$ cat config.mk
export PLATFORM = sky130hd
export DESIGN_NAME = sem_edge_pipe
export DESIGN_NICKNAME = d
export VERILOG_FILES = /design/src/sem_pkg.sv /design/src/sem_edge_pipe.sv
export SDC_FILE = /design/constraint.sdc
export NUM_CORES = 1
export LEC_CHECK = 0
export BUFFER_PORTS_ARGS = -buffer_cell sky130_fd_sc_hd__buf_2
export CORE_ASPECT_RATIO = 0.6
export CORE_MARGIN = 3
export CORE_UTILIZATION = 60
export DETAILED_ROUTE_END_ITERATION = 16
export PLACE_DENSITY = 0.85
export SYNTH_ARGS = -nofsm -noshare
export SYNTH_HDL_FRONTEND = slang
export SYNTH_SLANG_ARGS = --single-unit
$ cat constraint.sdc
create_clock -name clk_i -period 6.4 [get_ports clk_i]
set_input_delay 0.64 -clock clk_i [delete_from_list [all_inputs] [get_ports clk_i]]
set_output_delay 0.64 -clock clk_i [all_outputs]
set_load 0.02 [all_outputs]
$ cat src/sem_pkg.sv
`default_nettype none

package sem_pkg;

  localparam int PIX_W          = 8;
  localparam int CFG_W          = 11;
  localparam int CFG_IDX_W      = 1;
  localparam int DEF_MAX_WIDTH  = 1024;
  localparam int DEF_MAX_HEIGHT = 1024;
  localparam int RESET_WIDTH    = 64;
  localparam int RESET_HEIGHT   = 64;
  localparam int WIN_N          = 9;
  localparam int GRAD_W         = 11;   // |Gx|, |Gy| <= 1020
  localparam int MAG_W          = 12;   // |Gx| + |Gy| <= 2040
  localparam int MAG_SHIFT      = 3;    // divide by 8
  localparam int PIX_MAX        = 255;

  typedef enum logic [CFG_IDX_W-1:0] {
    REG_FRAME_WIDTH  = 1'b0,
    REG_FRAME_HEIGHT = 1'b1
  } sem_reg_e;

  typedef logic [PIX_W-1:0] sem_pix_t;

  // 3x3 window, row-major: entry 0 is top-left, entry 8 bottom-right.
  typedef sem_pix_t [WIN_N-1:0] sem_win_t;

  typedef struct packed {
    logic valid;     // result belongs to a real pixel
    logic last;      // last pixel of a frame
    logic interior;  // pixel is off the frame border
  } sem_ctl_t;

endpackage

`default_nettype wire

$ cat src/sem_edge_pipe.sv
`default_nettype none

// Gradient stage and magnitude/output stage with a stream output.
module sem_edge_pipe (
  input  wire                 clk_i,
  input  wire                 rst_ni,
  input  wire                 in_valid_i,
  output logic                in_ready_o,
  input  sem_pkg::sem_ctl_t   ctl_i,
  input  sem_pkg::sem_win_t   win_i,
  output logic                out_valid_o,
  input  wire                 out_ready_i,
  output sem_pkg::sem_pix_t   edge_o,
  output sem_pkg::sem_ctl_t   ctl_o
);

  localparam int GW = sem_pkg::GRAD_W;
  localparam int MW = sem_pkg::MAG_W;
  localparam int SW = MW - sem_pkg::MAG_SHIFT;

  logic                grd_vld_q;
  sem_pkg::sem_ctl_t   grd_ctl_q;
  logic signed [GW-1:0] gx_q, gx_d, gy_q, gy_d;

  logic                out_vld_q;
  sem_pkg::sem_ctl_t   out_ctl_q;
  sem_pkg::sem_pix_t   edge_q, edge_d;

  logic                grd_leave;
  logic                out_free;

  logic signed [GW-1:0] p00, p01, p02, p10, p12, p20, p21, p22;
  logic [GW-1:0]        abs_x, abs_y;
  logic [MW-1:0]        mag_sum;
  logic [SW-1:0]        mag_div;

  assign out_free   = !out_vld_q || out_ready_i;
  assign grd_leave  = grd_vld_q && out_free;
  assign in_ready_o = !grd_vld_q || grd_leave;

  always_comb begin
    p00 = signed'(GW'(win_i[0]));
    p01 = signed'(GW'(win_i[1]));
    p02 = signed'(GW'(win_i[2]));
    p10 = signed'(GW'(win_i[3]));
    p12 = signed'(GW'(win_i[5]));
    p20 = signed'(GW'(win_i[6]));
    p21 = signed'(GW'(win_i[7]));
    p22 = signed'(GW'(win_i[8]));
    gx_d = (p02 - p00) + ((p12 - p10) <<< 1) + (p22 - p20);
    gy_d = (p20 - p00) + ((p21 - p01) <<< 1) + (p22 - p02);
  end

  always_comb begin
    abs_x   = gx_q[GW-1] ? GW'(-gx_q) : GW'(gx_q);
    abs_y   = gy_q[GW-1] ? GW'(-gy_q) : GW'(gy_q);
    mag_sum = MW'(abs_x) + MW'(abs_y);
    mag_div = mag_sum[MW-1:sem_pkg::MAG_SHIFT];
    if (!grd_ctl_q.interior) begin
      edge_d = '0;
    end else if (mag_div > SW'(sem_pkg::PIX_MAX)) begin
      edge_d = sem_pkg::PIX_W'(sem_pkg::PIX_MAX);
    end else begin
      edge_d = mag_div[sem_pkg::PIX_W-1:0];
    end
  end

  always_ff @(posedge clk_i or negedge rst_ni) begin
    if (!rst_ni) begin
      grd_vld_q <= 1'b0;
      out_vld_q <= 1'b0;
    end else begin
      if (in_ready_o) begin
        grd_vld_q <= in_valid_i;
      end
      if (out_free) begin
        out_vld_q <= grd_vld_q;
      end
    end
  end

  always_ff @(posedge clk_i) begin
    if (in_valid_i && in_ready_o) begin
      gx_q      <= gx_d;
      gy_q      <= gy_d;
      grd_ctl_q <= ctl_i;
    end
    if (grd_leave) begin
      edge_q    <= edge_d;
      out_ctl_q <= grd_ctl_q;
    end
  end

  assign out_valid_o = out_vld_q;
  assign edge_o      = edge_q;
  assign ctl_o       = out_ctl_q;

endmodule

`default_nettype wire

==> run summary, run 1 <==
DR DRC count - 0
CP Class - input pin to register
Slew @ Worst Pin - 1.10 ns
CP Capture Type - register
initial antenna violation count - 0
Sequential cell area - 1130 µm²
fmax - 221 MHz
CTS tree - yes
Layout area overhead - 14.5%
Fillers - 618
Worst R2R Path Depth - 14
Tcrit/Tclk final - 70.6%
fin crit period - 4.52 ns
# IOs - 92
RSZ-0062 raised after global routing - no
first-pass GRT wire length - 19.0 mm
post-synthesis sequential area ratio - 22.4%
Clock Path Buffers - 2
RD Place Congestion - 0.992
Post-Syn Area - 5050 µm²
grt ovf - 0
Yosys reg bits - 38
Final Power - 2.82 mW
Yosys warning total - 0
share of cells above drive strength 1 - 15.2%
pin count of the biggest net entering global routing - 26
Initial DRC Count - 205
Setup Total Neg Slack - 0 ns
Root Driver - clkbuf_16
drt pass-1 iters - 5
Worst-path clk slew - 0.06 ns
status - finished clean
CP required - 6.43 ns
Synth Flop Type - edfxtp_1
final setup violation count - 0
detailed placement HPWL - 9.53 mm
# rows - 25
Die Ht - 77.1 µm
Worst VDD drop - 0.299 mV
port bufs - 83
syn avg cell area - 8.94 µm²
P_leak - 2.85 nW
number of flops mapped to enable cells by yosys - 36
HP Class - input pin to async pin
syn nets - 750
Overall Global Routing Usage - 23.9%
core box area - 8040 µm²
H-tree levels - 2
Slew headroom - 27.0%
final hold violations - 0
Crit Path Max Fanout - 3
Cell variety after synth - 41
vias - 4230
Async SR Flop Fraction - 5.26%
worst reg2reg path endpoint - edge_o[4]$_SDFFCE_PN0P_
Die Footprint - 9590 µm²
Final Slew Violations - 0
total setup buffers inserted after CTS - 0
Clock Skew - 0.00732 ns
Final nets - 837
PwrDens - 488 nW/µm²
n_diodes - 0
vias in the first global route - 4236
cts repair resizes - 0
worst skew pair latency - 0.28 ns
total CTS buffers - 5
number of vias per cell - 5.56
Routed WL - 11.4 mm
number of nets with antenna violations after routing - 0
average wire per standard cell - 14.9 µm
Die X - 124 µm
multi-input logic area - 3500 µm²
Initial Utilization - 62.8%
Post-CTS Hold Fix Bufs - 0
r2r setup slk - 3.05 ns
Critical Path Start Type - input pin
Syn Inst Count - 565
Worst Path Arrival - 4.55 ns
max cap viols - 0
clock sink count - 38
Critical R2R Launch - gy_q[0]$_DFFE_PP_
[per-stage QoR]
step | worst slack (ns) | area (µm²) | util [%] | std cells | hold slack (ns)
finish | 1.88 | 5780 | 72.0 | 761 | 0.132
global route | 1.55 | 5780 | 72.0 | 761 | 0.126
CTS | 1.88 | 5780 | 72.0 | 761 | 0.129
detailed placement | 1.60 | 5590 | 69.5 | 753 | 0.415
global placement | 1.70 | 5590 | 69.5 | 753 | 0.400
floorplan | 2.13 | 5050 | - | 565 | 0.344
[cells in the final DEF (no fill, tap or decap), types with 8 or more instances in the layout]
master	instances
nand2b_1	14
a21o_1	8
nor2b_1	12
inv_1	109
o21a_1	14
a21oi_1	39
nor2_1	17
buf_2	83
fa_1	26
nand2_1	29
o21ai_0	26
xor2_1	17
nor3_1	12
ha_1	80
edfxtp_1	36
xnor2_1	54
[logic make-up (layout without fill, tap and decap cells)]
family | count (synthesis) | count (layout) | share of synthesized area [%]
simple gates | 121 | 121 | 12.6
compound gates | 116 | 116 | 14.0
buf+inv | 112 | 200 | 8.32
fa+ha+maj | 106 | 106 | 30.1
xor+xnor | 71 | 71 | 12.3
flops | 38 | 38 | 22.4
mux | 1 | 1 | 0.198
[metal layers]
metal	track usage (%)	vias to the layer above	share of wire, %
met5	0	-	0
met1	32.5	1983	47
li1	-	2085	-
met4	4.81	0	1.6
met3	3.97	29	5.5
met2	40.5	133	46
[critical path: stages]
cell and delay [ns]:
buf_2 0.11, inv_1 0.05, ha_1 0.25, inv_1 0.08, fa_1 0.40, a21oi_1 0.15
nor2_1 0.05, nor2_1 0.15, o21bai_1 0.10, a21oi_1 0.28, xor2_1 0.15, fa_1 0.56
inv_1 0.04, ha_1 0.33, or3_2 0.48, and3_4 0.17, or4_1 0.38, and3_1 0.18
[power by group]
part | switching [mW] | internal (mW)
combinational | 1.06 | 0.888
sequential | 0.0819 | 0.471
clock | 0.0952 | 0.224
[synthesized netlist by cell type (3+ instances only)]
master    count  area [µm²]
a21boi_0      3        22.5
a21o_1        8        60.1
a21oi_1      39         195
a31oi_1       5        31.3
and2_1        3        18.8
edfxtp_1     36        1080
fa_1         26         521
ha_1         80        1000
inv_1       109         409
nand2_1      29         109
nand2b_1     14        87.6
nand3_1       6        30.0
nand4_1       3        18.8
nor2_1       17        63.8
nor2b_1      12        75.1
nor3_1       12        60.1
o21a_1       14         105
o21ai_0      26         130
o21bai_1      7        52.6
o31ai_1       7        52.6
or2_2         5        31.3
or3_1         7        43.8
or4_1         3        22.5
xnor2_1      54         473
xor2_1       17         149
[how the worst max path moves through the flow]
stage	from	end	slack, ns	cells past startpoint
2_1_floorplan	win_i[48]	gy_q[10]$_DFFE_PP_	2.13	17
3_3_place_gp	win_i[48]	gy_q[10]$_DFFE_PP_	1.70	18
3_5_place_dp	win_i[48]	gy_q[10]$_DFFE_PP_	1.60	18
4_1_cts	win_i[48]	gy_q[10]$_DFFE_PP_	1.88	18
5_1_grt	win_i[48]	gy_q[10]$_DFFE_PP_	1.55	18
6_report	win_i[48]	gy_q[10]$_DFFE_PP_	1.88	18
[registers in the layout (all words and copies together) (netlist names)]
register and cells:
gx_q 11, grd_vld_q 1, ctl_o 3, out_valid_o 1
gy_q 11, grd_ctl_q 3, edge_o 8
[final cells by class]
class                   count  area share (%)
repair buffers             83            7.18
multi-input cells         415            60.5
inverters                 109            7.07
clock inverters             3            1.19
well taps                 108            2.34
clock buffers               5            2.16
flip-flops and latches     38            19.6
(Power assumes the default switching activity.)
==> inputs of run 2 (changes only) <==
--- a/config.mk
+++ b/config.mk
@@ -8,9 +8,9 @@
 export BUFFER_PORTS_ARGS = -buffer_cell sky130_fd_sc_hd__buf_2
 export CORE_ASPECT_RATIO = 0.6
 export CORE_MARGIN = 3
-export CORE_UTILIZATION = 60
+export CORE_UTILIZATION = 52
 export DETAILED_ROUTE_END_ITERATION = 16
-export PLACE_DENSITY = 0.85
+export PLACE_DENSITY = 0.78
 export SYNTH_ARGS = -nofsm -noshare
 export SYNTH_HDL_FRONTEND = slang
 export SYNTH_SLANG_ARGS = --single-unit
==> constraint.sdc (replaced) <==
create_clock -name clk_i -period 4 [get_ports clk_i]
set_input_delay 0.4 -clock clk_i [delete_from_list [all_inputs] [get_ports clk_i]]
set_output_delay 0.4 -clock clk_i [all_outputs]
set_load 0.02 [all_outputs]
==> run summary, run 2 (synthesis results as in run 1) <==
share of cells above drive strength 1 - 25.0% (+9.8 points)
vias in the first global route - 4438 (+4.8%)
initial antenna violation count - 0 (unchanged)
Overall Global Routing Usage - 22.3% (-1.6 points)
commonest non-fill, non-tap cell in the layout - inv_1
Worst-path clk slew - 0.05 ns (about the same)
# rows - 27 (+8.0%)
Final Slew Violations - 0 (unchanged)
Worst VDD drop - 0.446 mV (+49%)
port bufs - 83 (unchanged)
Clock Path Buffers - 2 (unchanged)
Crit Path Max Fanout - 3 (unchanged)
Layout area overhead - 24.9%
n_diodes - 0 (unchanged)
max cap viols - 0 (unchanged)
DR DRC count - 0 (unchanged)
Tcrit/Tclk final - 96.9%
RD Place Congestion - 0.929 (-6.3%)
pre-CTS setup slack - -0.287 ns (-1.89 ns)
CP required - 4.03 ns (-2.40 ns)
Clock Skew - 0.00485 ns (-0.00248 ns)
fmax - 258 MHz
Worst Path Arrival - 3.91 ns (-0.64 ns)
pin count of the biggest net entering global routing - 26 (unchanged)
clock sink count - 38 (unchanged)
Final Cell Area - 6310 µm² (+9.0%)
H-tree levels - 2 (unchanged)
Critical Path Start Type - input pin
total CTS buffers - 5 (unchanged)
worst skew pair latency - 0.28 ns (about the same)
Slew headroom - 24.8% (-2.2 points)
CP Class - input pin to register
Routed WL - 12.3 mm (+8.1%)
PwrDens - 740 nW/µm² (+52%)
Final nets - 896 (+7.0%)
Initial Utilization - 54.2% (-8.7 points)
average wire per standard cell - 14.6 µm (-2.3%)
Finished Core Util - 67.6% (-4.3 points)
status - finished clean
final hold violations - 0 (unchanged)
Slew @ Worst Pin - 1.13 ns (+0.0324 ns)
Die X - 133 µm (+7.1%)
r2r setup slk - 0.74 ns (-2.31 ns)
setup ws final - 0.124 ns (-1.76 ns)
fin crit period - 3.88 ns
Hold Startpoint - ctl_i[0]
final setup violation count - 0 (unchanged)
detailed placement HPWL - 10.3 mm (+8.0%)
Fillers - 766 (+24%)
Root Driver - clkbuf_16
HP Class - input pin to register
Die Footprint - 11000 µm² (+14%)
first-pass GRT wire length - 19.8 mm (+3.9%)
Critical R2R Launch - gy_q[0]$_DFFE_PP_
drt pass-1 iters - 6 (+1)
Crit. Startpoint - win_i[64]
Initial DRC Count - 184 (-10%)
CTS tree - yes
number of nets with antenna violations after routing - 0 (unchanged)
P_leak - 3.12 nW (+9.3%)
number of vias per cell - 5.31 (-4.5%)
Die Ht - 82.3 µm (+6.8%)
CP Capture Type - register
grt ovf - 0 (unchanged)
Setup Total Neg Slack - 0 ns (unchanged)
DP Area - 6050 µm² (+8.2%)
core box area - 9320 µm² (+16%)
# IOs - 92 (unchanged)
most frequent cells in the layout - 108 x inv_1, 83 x buf_2, 77 x ha_1
vias - 4471 (+5.7%)
[run 2: cell type report]
cell class | count | area, µm² | share of cell area, %
Inverter | 109 | 409 | 6.49
Timing Repair Buffer | 142 | 861 | 13.6
Tap cell | 130 | 163 | 2.58
Sequential cell | 38 | 1130 | 17.9
Clock buffer | 8 | 146 | 2.32
Multi-Input combinational cell | 415 | 3600 | 57.0
[run 2: final timing paths]
check	endpoint	cells past startpoint
worst max-delay path	gy_q[10]$_DFFE_PP_	18
worst min-delay path	grd_ctl_q[0]$_DFFE_PP_	1
worst max register to register	edge_o[5]$_SDFFCE_PN0P_	14
worst min register to register	ctl_o[2]$_DFFE_PP_	0
max in group asynchronous	grd_vld_q$_DFFE_PN0N_	2
min in group asynchronous	out_valid_o$_DFFE_PN0P_	2
[run 2: layer usage]
| metal | global-route usage [%] | up-vias | part of all wire [%] |
|---|---|---|---|
| li1 | - | 2211 | - |
| met1 | 29.0 | 2117 | 46 |
| met2 | 38.8 | 131 | 46 |
| met3 | 5.08 | 12 | 7.4 |
| met4 | 4.83 | 0 | 0.81 |
| met5 | 0 | - | 0 |
[run 2: report_power, final]
part	switching [mW]	total, mW	internal (mW)
Combinational	1.75	3.40	1.65
Sequential	0.123	0.877	0.754
Clock	0.139	0.387	0.248
[run 2: timing repair]
item / in CTS / in global routing
setup buffers: 0 / 1
setup endpoints to repair: 0 / 6
hold buffers: 1 / 0
resized for setup: 0 / 35
endpoints found under the hold margin: 2 / 0
[run 2: stage by stage]
stage	cells	power [mW]	hold WS [ns]
floorplan	565	3.29	0.104
global placement	832	4.03	0.185
detailed placement	832	4.18	0.186
CTS	841	4.62	0.292
global route	842	5.10	0.292
finish	842	4.67	0.298
[run 2: critical path, cell delays in order]
cell and delay (ns):
buf_2 0.10, inv_2 0.08, ha_4 0.14, inv_1 0.06, fa_2 0.36, a21oi_2 0.15, nor2_1 0.05, nor2_1 0.13
o21bai_1 0.12, a21oi_2 0.18, xor2_1 0.12, fa_1 0.55, inv_1 0.05, ha_2 0.18, or4_1 0.48, and3_4 0.21
or4_1 0.38, and3_1 0.17
